==> config.mk <==
export PLATFORM = sky130hd
export DESIGN_NAME = primality_test_64
export DESIGN_NICKNAME = d
export VERILOG_FILES = /design/src/design/pt64_pkg.sv /design/src/design/pt64_mulmod.sv /design/src/design/pt64_datapath.sv /design/src/design/pt64_ctrl.sv /design/src/design/primality_test_64.sv
export SDC_FILE = /design/constraint.sdc
export NUM_CORES = 2
export LEC_CHECK = 0
export BUFFER_PORTS_ARGS = -buffer_cell sky130_fd_sc_hd__buf_2
export CORE_ASPECT_RATIO = 1.75
export CORE_UTILIZATION = 49
export CTS_CLUSTER_DIAMETER = 200
export DETAILED_ROUTE_END_ITERATION = 16
export GPL_ROUTABILITY_DRIVEN = 0
export GPL_TIMING_DRIVEN = 0
export SKIP_CTS_REPAIR_TIMING = 1
export SYNTH_ARGS = -nofsm -noshare
export SYNTH_HDL_FRONTEND = slang
export SYNTH_HIERARCHICAL = 1
export SYNTH_SLANG_ARGS = --single-unit
==> constraint.sdc <==
create_clock -name clk -period 13.1 [get_ports clk]
set_input_delay 2.62 -clock clk [delete_from_list [all_inputs] [get_ports clk]]
set_output_delay 2.62 -clock clk [all_outputs]
set_load 0.01 [all_outputs]
==> src/design/pt64_pkg.sv <==
package pt64_pkg;

  localparam int W = 63;
  localparam int MAX_BASES = 12;
  localparam int IDX_W = 4;
  localparam int SW = 6;

  typedef enum logic [3:0] {
    ST_IDLE,
    ST_PREP,
    ST_STRIP,
    ST_BASE,
    ST_POW,
    ST_POW_WAIT,
    ST_CHECK0,
    ST_SQ_WAIT,
    ST_CHECKJ,
    ST_PASS,
    ST_DONE
  } state_t;

  typedef struct packed {
    logic load;
    logic strip;
    logic base_init;
    logic mul_start;
    logic sq_mode;
    logic pow_update;
    logic sq_update;
    logic base_next;
    logic set_result;
    logic result_val;
  } cmd_t;

  typedef struct packed {
    logic n_lt2;
    logic d_even;
    logic n_eq_b;
    logic n_lt_b;
    logic e_zero;
    logic mul_done;
    logic x_one;
    logic x_nm1;
    logic s_zero;
    logic cnt_gt1;
    logic last_base;
  } status_t;

  function automatic logic [W-1:0] base_at(input logic [IDX_W-1:0] i);
    logic [W-1:0] b;
    case (i)
      4'd0:    b = W'(2);
      4'd1:    b = W'(3);
      4'd2:    b = W'(5);
      4'd3:    b = W'(7);
      4'd4:    b = W'(11);
      4'd5:    b = W'(13);
      4'd6:    b = W'(17);
      4'd7:    b = W'(19);
      4'd8:    b = W'(23);
      4'd9:    b = W'(29);
      4'd10:   b = W'(31);
      4'd11:   b = W'(37);
      default: b = W'(37);
    endcase
    return b;
  endfunction

  function automatic logic [W-1:0] add_mod(input logic [W-1:0] a, input logic [W-1:0] b,
                                           input logic [W-1:0] m);
    logic [W:0] s;
    logic [W:0] t;
    s = {1'b0, a} + {1'b0, b};
    t = s - {1'b0, m};
    return (s >= {1'b0, m}) ? t[W-1:0] : s[W-1:0];
  endfunction

endpackage

==> src/design/pt64_mulmod.sv <==
module pt64_mulmod (
  input  logic                 clk,
  input  logic                 rst,
  input  logic                 start,
  input  logic [pt64_pkg::W-1:0] a,
  input  logic [pt64_pkg::W-1:0] b,
  input  logic [pt64_pkg::W-1:0] m,
  output logic [pt64_pkg::W-1:0] prod,
  output logic                 done
);
  import pt64_pkg::*;

  logic          busy;
  logic [SW-1:0] cnt;
  logic [W-1:0]  acc;
  logic [W-1:0]  aa;
  logic [W-1:0]  bb;
  logic [W-1:0]  mreg;

  always_ff @(posedge clk) begin
    if (rst) begin
      busy <= 1'b0;
      done <= 1'b0;
      cnt  <= '0;
    end else begin
      done <= 1'b0;
      if (start) begin
        busy <= 1'b1;
        cnt  <= '0;
      end else if (busy) begin
        cnt <= cnt + 1'b1;
        if (cnt == SW'(W - 1)) begin
          busy <= 1'b0;
          done <= 1'b1;
        end
      end
    end
  end

  // add-and-double over the multiplier bits
  always_ff @(posedge clk) begin
    if (start) begin
      acc  <= '0;
      aa   <= a;
      bb   <= b;
      mreg <= m;
    end else if (busy) begin
      if (bb[0]) acc <= add_mod(acc, aa, mreg);
      aa <= add_mod(aa, aa, mreg);
      bb <= bb >> 1;
    end
  end

  assign prod = acc;

endmodule

==> src/design/pt64_datapath.sv <==
module pt64_datapath #(
  parameter int NB = 9
) (
  input  logic                   clk,
  input  logic [pt64_pkg::W-1:0] candidate,
  input  logic                   rst,
  input  pt64_pkg::cmd_t         cmd,
  output pt64_pkg::status_t      status,
  output logic                   is_prime
);
  import pt64_pkg::*;

  logic [W-1:0]     n;
  logic [W-1:0]     d;
  logic [SW-1:0]    s;
  logic [IDX_W-1:0] idx;
  logic [W-1:0]     acc;
  logic [W-1:0]     bb;
  logic [W-1:0]     e;
  logic [SW-1:0]    cnt;
  logic [W-1:0]     base;
  logic [W-1:0]     nm1;
  logic [W-1:0]     a_in;
  logic [W-1:0]     b_in;
  logic [W-1:0]     prod_a;
  logic [W-1:0]     prod_b;
  logic             done_a;
  logic             done_b;

  assign base = base_at(idx);
  assign nm1  = n - W'(1);
  assign a_in = acc;
  assign b_in = cmd.sq_mode ? acc : bb;

  pt64_mulmod u_mul_a (
    .clk(clk), .rst(rst), .start(cmd.mul_start), .a(a_in), .b(b_in), .m(n),
    .prod(prod_a), .done(done_a)
  );

  pt64_mulmod u_mul_b (
    .clk(clk), .rst(rst), .start(cmd.mul_start), .a(bb), .b(bb), .m(n),
    .prod(prod_b), .done(done_b)
  );

  always_ff @(posedge clk) begin
    if (cmd.load) begin
      n   <= candidate;
      d   <= candidate - W'(1);
      s   <= '0;
      idx <= '0;
    end
    if (cmd.strip) begin
      d <= d >> 1;
      s <= s + 1'b1;
    end
    if (cmd.base_init) begin
      acc <= W'(1);
      bb  <= base;
      e   <= d;
      cnt <= s;
    end
    if (cmd.mul_start && cmd.sq_mode) cnt <= cnt - 1'b1;
    if (cmd.pow_update) begin
      if (e[0]) acc <= prod_a;
      bb <= prod_b;
      e  <= e >> 1;
    end
    if (cmd.sq_update) acc <= prod_a;
    if (cmd.base_next) idx <= idx + 1'b1;
    if (cmd.set_result) is_prime <= cmd.result_val;
  end

  always_comb begin
    status.n_lt2     = (n < W'(2));
    status.d_even    = ~d[0];
    status.n_eq_b    = (n == base);
    status.n_lt_b    = (n < base);
    status.e_zero    = (e == '0);
    status.mul_done  = done_a & done_b;
    status.x_one     = (acc == W'(1));
    status.x_nm1     = (acc == nm1);
    status.s_zero    = (s == '0);
    status.cnt_gt1   = (cnt > SW'(1));
    status.last_base = (idx == IDX_W'(NB - 1));
  end

endmodule

==> src/design/pt64_ctrl.sv <==
module pt64_ctrl (
  input  logic              clk,
  input  logic              rst,
  input  logic              in_valid,
  input  logic              out_stall,
  input  pt64_pkg::status_t status,
  output pt64_pkg::cmd_t    cmd,
  output logic              in_stall,
  output logic              out_valid
);
  import pt64_pkg::*;

  state_t state;
  state_t state_next;

  always_ff @(posedge clk) begin
    if (rst) state <= ST_IDLE;
    else     state <= state_next;
  end

  always_comb begin
    state_next = state;
    unique case (state)
      ST_IDLE:     if (in_valid) state_next = ST_PREP;
      ST_PREP:     state_next = status.n_lt2 ? ST_DONE : ST_STRIP;
      ST_STRIP:    if (!status.d_even) state_next = ST_BASE;
      ST_BASE: begin
        if (status.n_eq_b || status.n_lt_b) state_next = ST_DONE;
        else                                 state_next = ST_POW;
      end
      ST_POW:      state_next = status.e_zero ? ST_CHECK0 : ST_POW_WAIT;
      ST_POW_WAIT: if (status.mul_done) state_next = ST_POW;
      ST_CHECK0: begin
        if (status.x_one || (status.x_nm1 && !status.s_zero)) state_next = ST_PASS;
        else if (status.cnt_gt1)                              state_next = ST_SQ_WAIT;
        else                                                  state_next = ST_DONE;
      end
      ST_SQ_WAIT:  if (status.mul_done) state_next = ST_CHECKJ;
      ST_CHECKJ: begin
        if (status.x_nm1)        state_next = ST_PASS;
        else if (status.cnt_gt1) state_next = ST_SQ_WAIT;
        else                     state_next = ST_DONE;
      end
      ST_PASS:     state_next = status.last_base ? ST_DONE : ST_BASE;
      ST_DONE:     if (!out_stall) state_next = ST_IDLE;
      default:     state_next = ST_IDLE;
    endcase
  end

  always_comb begin
    cmd       = '0;
    in_stall  = (state != ST_IDLE);
    out_valid = (state == ST_DONE);
    unique case (state)
      ST_IDLE:     cmd.load = in_valid;
      ST_PREP: begin
        if (status.n_lt2) begin
          cmd.set_result = 1'b1;
          cmd.result_val = 1'b0;
        end
      end
      ST_STRIP:    cmd.strip = status.d_even;
      ST_BASE: begin
        if (status.n_eq_b || status.n_lt_b) begin
          cmd.set_result = 1'b1;
          cmd.result_val = status.n_eq_b;
        end else begin
          cmd.base_init = 1'b1;
        end
      end
      ST_POW:      cmd.mul_start = ~status.e_zero;
      ST_POW_WAIT: cmd.pow_update = status.mul_done;
      ST_CHECK0: begin
        if (status.x_one || (status.x_nm1 && !status.s_zero)) begin
          cmd = '0;
        end else if (status.cnt_gt1) begin
          cmd.mul_start = 1'b1;
          cmd.sq_mode   = 1'b1;
        end else begin
          cmd.set_result = 1'b1;
        end
      end
      ST_SQ_WAIT:  cmd.sq_update = status.mul_done;
      ST_CHECKJ: begin
        if (status.x_nm1) begin
          cmd = '0;
        end else if (status.cnt_gt1) begin
          cmd.mul_start = 1'b1;
          cmd.sq_mode   = 1'b1;
        end else begin
          cmd.set_result = 1'b1;
        end
      end
      ST_PASS: begin
        if (status.last_base) begin
          cmd.set_result = 1'b1;
          cmd.result_val = 1'b1;
        end else begin
          cmd.base_next = 1'b1;
        end
      end
      ST_DONE:     cmd = '0;
      default:     cmd = '0;
    endcase
  end

endmodule

==> src/design/primality_test_64.sv <==
// Deterministic strong-probable-prime test of one 63-bit unsigned candidate per word, answering
// 1 for prime; exact below 3.8e18 with the default nine bases 2 through 23. One candidate is
// processed at a time. Time per candidate is set by two shift-and-add modular multipliers
// working in parallel: per base, one multiplication per bit of the odd part of n-1 (up to 63
// bits) plus one squaring per step (up to one less than the count of trailing zeros of n-1);
// 0 and 1 finish without any multiplication.
module primality_test_64 #(
  parameter int NUM_BASES = 9
) (
  input  logic                   clk,
  input  logic                   rst,
  input  logic                   in_valid,
  output logic                   in_stall,
  input  logic [pt64_pkg::W-1:0] candidate,
  output logic                   out_valid,
  input  logic                   out_stall,
  output logic                   is_prime
);
  import pt64_pkg::*;

  localparam int NB = (NUM_BASES > MAX_BASES) ? MAX_BASES : NUM_BASES;

  cmd_t    cmd;
  status_t status;

  pt64_ctrl u_ctrl (
    .clk(clk), .rst(rst), .in_valid(in_valid), .out_stall(out_stall),
    .status(status), .cmd(cmd), .in_stall(in_stall), .out_valid(out_valid)
  );

  pt64_datapath #(.NB(NB)) u_dp (
    .clk(clk), .candidate(candidate), .rst(rst), .cmd(cmd), .status(status),
    .is_prime(is_prime)
  );

`ifndef SYNTHESIS
  a_busy_when_result: assert property (@(posedge clk) disable iff (rst)
    out_valid |-> in_stall) else $error("input open while result pending");
  a_no_instant_result: assert property (@(posedge clk) disable iff (rst)
    (in_valid && !in_stall) |=> !out_valid) else $error("result right after accept");
  a_result_once: assert property (@(posedge clk) disable iff (rst)
    (out_valid && !out_stall) |=> !out_valid) else $error("result repeated");
`endif

endmodule
==> Word level (Yosys, flattened, before mapping) <==
Memories as Yosys holds them, arrays and structs flattened. A register that Yosys moved wholly into a read port is not among the register bits.
Cells that the tools add are included.
W data, S select, Z words.
{ "classes": {"bitwise_logic": 5, "div": 0, "n_eq_ne": 21, "addsub": 15, "reduce_logical": 21, "n_shift": 0, "n_mux": 71, "multipliers": 0, "order_cmp": 7} }
{ "ops": {"columns": ["operator", "n"], "rows": [
  ["$mux W63", 19],
  ["$add A63 B63 Y64", 4],
  ["$ge A64 B63 Y1", 4],
  ["$sub A63 B63 Y63", 4],
  ["$mux W62", 4],
  ["$eq A63 B63 Y1", 2],
  ["$sub A63 B1 Y63 const B", 2],
  ["$eq A63 B1 Y1 const B", 1],
  ["$logic_not A63 Y1", 1],
  ["$lt A63 B2 Y1 const B", 1],
  ["$lt A63 B63 Y1", 1],
  ["$mux W4", 14],
  ["$pmux W4 S11", 1],
  ["$mux W6", 4],
  ["$mux W1", 19],
  ["$add A6 B1 Y6 const B", 3],
  ["$eq A4 B3 Y1 const B", 4],
  ["$eq A4 B4 Y1 const B", 4],
  ["$mux W2", 7],
  ["$eq A6 B6 Y1 const B", 2],
  ["$reduce_bool A2 Y1", 6],
  ["$pmux W2 S5", 1],
  ["$eq A4 B2 Y1 const B", 2],
  ["$ne A2 B2 Y1 const B", 4],
  ["19 further kinds", 26]
]} }
{ "word_totals": {"mem_count": 1, "elab_cells": 166, "out_inout_bits": 3, "mem_bits_ro": 96, "latch_bits": 0, "inputBits": 67, "reg_bits": 793, "mem_bits_rw": 0} }
{ "memory_table": {"columns": ["memory", "depth", "width", "read_ports", "rd_clocked_by_memory_dff", "wr", "line_no", "rtl"], "rows": [
  ["(name not given)", 16, 6, 1, 1, 0, "pt64_pkg.sv:51", "case (i)"]
]} }

==> Logic depth before layout (Yosys ltp) <==
{ "logic_depth": {"depth_word": 8, "mapped_depth": 26, "depth_no_buf": 26} }

==> By module <==
The synthesis kept the hierarchy.
{ "by_module_without_submodules": {"columns": ["mod", "seq_area_each_um2", "cells_per_inst", "instances", "area_each_um2"], "rows": [
  ["pt64_mulmod at u_dp.u_mul_a", 7096.8, 2631, 1, 22372.7],
  ["pt64_mulmod at u_dp.u_mul_b", 7096.8, 2533, 1, 21999.8],
  ["pt64_datapath", 9439.1, 1566, 1, 17372.9],
  ["pt64_ctrl", 80.1, 81, 1, 595.6]
]} }

==> Worst setup path after synthesis <==
No wires, ideal clock.
{ "synth_path": {"path_kind": "register to register", "from": "reg u_dp.n[25]", "to": "reg u_dp.u_mul_a.aa[0] (enable)", "period_less_slack_ns": 10.338, "path_buffers": 4, "setup_time_ns": 0.490, "path_slack_ns": 2.762, "path_stages_with_launch": 17, "t_arrival_ns": 9.849, "t_required_ns": 12.610, "cell_sequence": "edfxtp_1 or4_4 or4b_4 buf_6 or3_1 clkbuf_1 o311a_1 o31a_1 o2111ai_1 nor4_2 a21oi_2 and2_1 a31o_1 inv_2 clkbuf_1 clkbuf_1 nand2_1"} }
{ "synth_lines": {"columns": ["element", "line_no", "rtl"], "rows": [
  ["start: declaration", "pt64_datapath.sv:13", "logic [W-1:0] n;"],
  ["start signal: assignment", "pt64_datapath.sv:47", "n <= candidate;"],
  ["end signal: assignment", "pt64_mulmod.sv:49", "aa <= add_mod(aa, aa, mreg);"],
  ["end: declaration", "pt64_mulmod.sv:16", "logic [W-1:0] aa;"]
]} }

==> run metrics <==
CTS buffer count=84; Worst setup SP type=flop; peak supply drop=0.0001911 V; Die Area=128700 µm²; Iteration-0 DRC Markers=4964; Cells after DPL=8545; leakage power=25.63 nW; async set-or-reset flop fraction in the synthesized netlist=0%; fillers=11860; Placed Area=65060 µm²; die height=473.9 µm; Final setup violation count=0; FMAX=94.05 MHz; multi-input logic area=36120 µm²; largest net degree at the start of global routing=66; final critical-path required period=10630 ps; TritonCTS clock tree=built; CP Capture Type=flop; Worst R2R End=u_dp/u_mul_a/aa[59]; drt first pass iters=8; Final Cycle Share=81.17%; Arrival @ worst endpoint=11010 ps; first-pass GRT wire length=340700 µm; Clock Path Buffers=3; reg2reg path depth=19; Routed Antenna Nets=0; Reg area=23710 µm²; io pins=70; vias post-DR=54510; CTS root buffer=clkbuf_16; Netlist cell types=114; Crit path required time=13480 ps; H-tree levels=3; fraction of layout cells with a size suffix above 1=9.976%; initial core utilization=49.52%; number of synthesis warnings=6; Die W=271.6 µm; max cap viols=2; worst-margin pin slew=1541 ps; FF-to-FF Start=u_dp/n[9]; Max-slew headroom=-3.106%; Clk pin slew, worst setup/hold paths=70 ps; Pins Over Slew Limit=7; fin util=54.10%; status=finished, violations left; worst-path maximum fanout=64; fin nets=7450; worst hold stages=2; Layout area overhead=9.244%; worst skew pair latency=720 ps; WL final=237300 µm; failing checks=capacitance limit, slew limit; DP Worst Slack=2686 ps; vias in the first global route=54180; DR vias/cell=6.253; register bit count reported by yosys=862; mapped cell area=62340 µm²; routed len/inst=27.22 µm; Main synth FF type=edfxtp_1; syn avg cell area=9.153 µm²; GRT overflow=0; reg2reg setup slack=2470 ps; Synth Instances=6811; final setup TNS=0 ps; core area=125900 µm²; DR DRC count=0; initial antenna violation count=18; Worst Hold Class=flop to flop; Total Power=19.47 mW; kind of critical path=flop to flop; clk_skew=45.64 ps; EDFF count, synth=645; post-route cell area=68100 µm²; Post-Layout Cell Count=8717; final hold vios=0; RSZ-0062 raised after global routing=no; final hold slack=482.4 ps; Hold Path Sink=u_dp/u_mul_b/prod[9]; Tot GR Track Use=36.21%; Final WS setup=2467 ps; hpwl dp=194100 µm; sequential element share of the synthesized area=38.04%; cell area power density=285.9 nW/µm²; clock sinks=862; HP Start=u_dp/u_mul_b/prod[9]; I/O Buffers=69; row count=172; Syn Nets=7283
where the power goes:
group	total, mW	switching, mW	leakage, nW	internal (mW)
Sequential	4.47	0.628	7.67	3.84
Combinational	12.3	7.92	16.5	4.39
Clock	2.69	1.17	1.44	1.52
Total	19.5	9.72	25.6	9.75
metal layers:
layer,wire length [µm],GRT usage [%]
met3,11120,3.836
met1,81120,36.17
met4,25960,33.43
met2,119000,65.50
met5,41,0
area by class of cell:
class / instances / share of cell area (%)
Antenna cell: 17 / 0.06246
Clock inverter: 61 / 1.176
Clock buffer: 94 / 3.219
Inverter: 300 / 1.653
Tap cell: 1653 / 3.037
Timing Repair Buffer: 81 / 0.9002
Multi-Input combinational cell: 5304 / 53.04
Buffer: 345 / 2.096
Sequential cell: 862 / 34.82
synthesized netlist by cell type (38+ instances only):
| library cell | count | area share, % |
|---|---|---|
| a211oi_1 | 86 | 1.0 |
| a21o_1 | 206 | 2.5 |
| a21oi_1 | 549 | 4.4 |
| a311oi_1 | 43 | 0.60 |
| a31oi_1 | 89 | 0.89 |
| and2_1 | 112 | 1.1 |
| and3_1 | 65 | 0.65 |
| buf_2 | 53 | 0.43 |
| clkbuf_1 | 277 | 1.7 |
| dfxtp_1 | 217 | 7.0 |
| edfxtp_1 | 645 | 31 |
| ha_1 | 399 | 8.0 |
| inv_1 | 298 | 1.8 |
| mux2_2 | 308 | 5.6 |
| nand2_1 | 704 | 4.2 |
| nand2b_1 | 108 | 1.1 |
| nand3_1 | 113 | 0.91 |
| nand4_1 | 136 | 1.4 |
| nor2_1 | 406 | 2.4 |
| nor2b_1 | 51 | 0.51 |
| nor3_1 | 133 | 1.1 |
| nor4_1 | 83 | 0.83 |
| o211ai_1 | 51 | 0.61 |
| o21a_1 | 61 | 0.73 |
| o21ai_0 | 469 | 3.8 |
| o21ai_1 | 51 | 0.41 |
| o21bai_1 | 90 | 1.1 |
| or3_1 | 38 | 0.38 |
| xnor2_1 | 323 | 4.5 |
| xor2_1 | 179 | 2.5 |
layout by cell type, fill, tap and decap left out, drive strengths merged, types with 91 or more instances in the layout:
master / synthesis / routed
xor2: 179 / 179
a21oi: 562 / 562
nand2b: 108 / 108
nand3: 113 / 113
nor2: 406 / 406
and2: 113 / 113
buf: 67 / 148
ha: 399 / 399
nand2: 706 / 706
nor4: 91 / 91
nor3: 134 / 134
a31oi: 92 / 92
a21o: 206 / 206
clkbuf: 278 / 372
xnor2: 323 / 323
mux2: 309 / 309
edfxtp: 645 / 645
o21ai: 524 / 524
inv: 300 / 307
dfxtp: 217 / 217
nand4: 136 / 136
worst max-delay path by stage:
stage	cells past startpoint	endpoint	slack, ps	startpoint
floorplan	16	u_dp/u_mul_a/aa[0]	2760	u_dp/n[25]
global placement	16	u_dp/u_mul_a/bb[61]	-4040	u_dp/n[9]
detailed placement	19	u_dp/u_mul_a/aa[62]	2690	u_dp/n[9]
CTS	19	u_dp/u_mul_a/aa[59]	2670	u_dp/n[9]
global route	19	u_dp/u_mul_a/aa[60]	2340	u_dp/n[9]
finish	19	u_dp/u_mul_a/aa[59]	2470	u_dp/n[9]
cells by family after synthesis:
logic type	synth area share, %
fa+ha+maj	8.201
xor+xnor	7.053
mux	6.144
buf+inv	4.094
compound gates	20.06
simple gates	16.41
flops	38.04
worst max-delay path, cell delays in order, from the launching register on:
cell and delay [ps]:
edfxtp_1 500, clkbuf_1 250, nor4_2 510, nand3_1 420
clkbuf_1 360, nor3_1 1040, nand4_1 220, xnor2_1 260
or4_1 440, a2111o_1 370, nor4_2 1000, a21oi_2 190
and2_1 260, a31o_4 340, buf_16 260, inv_2 420
clkbuf_1 950, clkbuf_1 1070, nand2_4 750, buf_16 460
No activity file was read; power rests on OpenSTA's default activity.
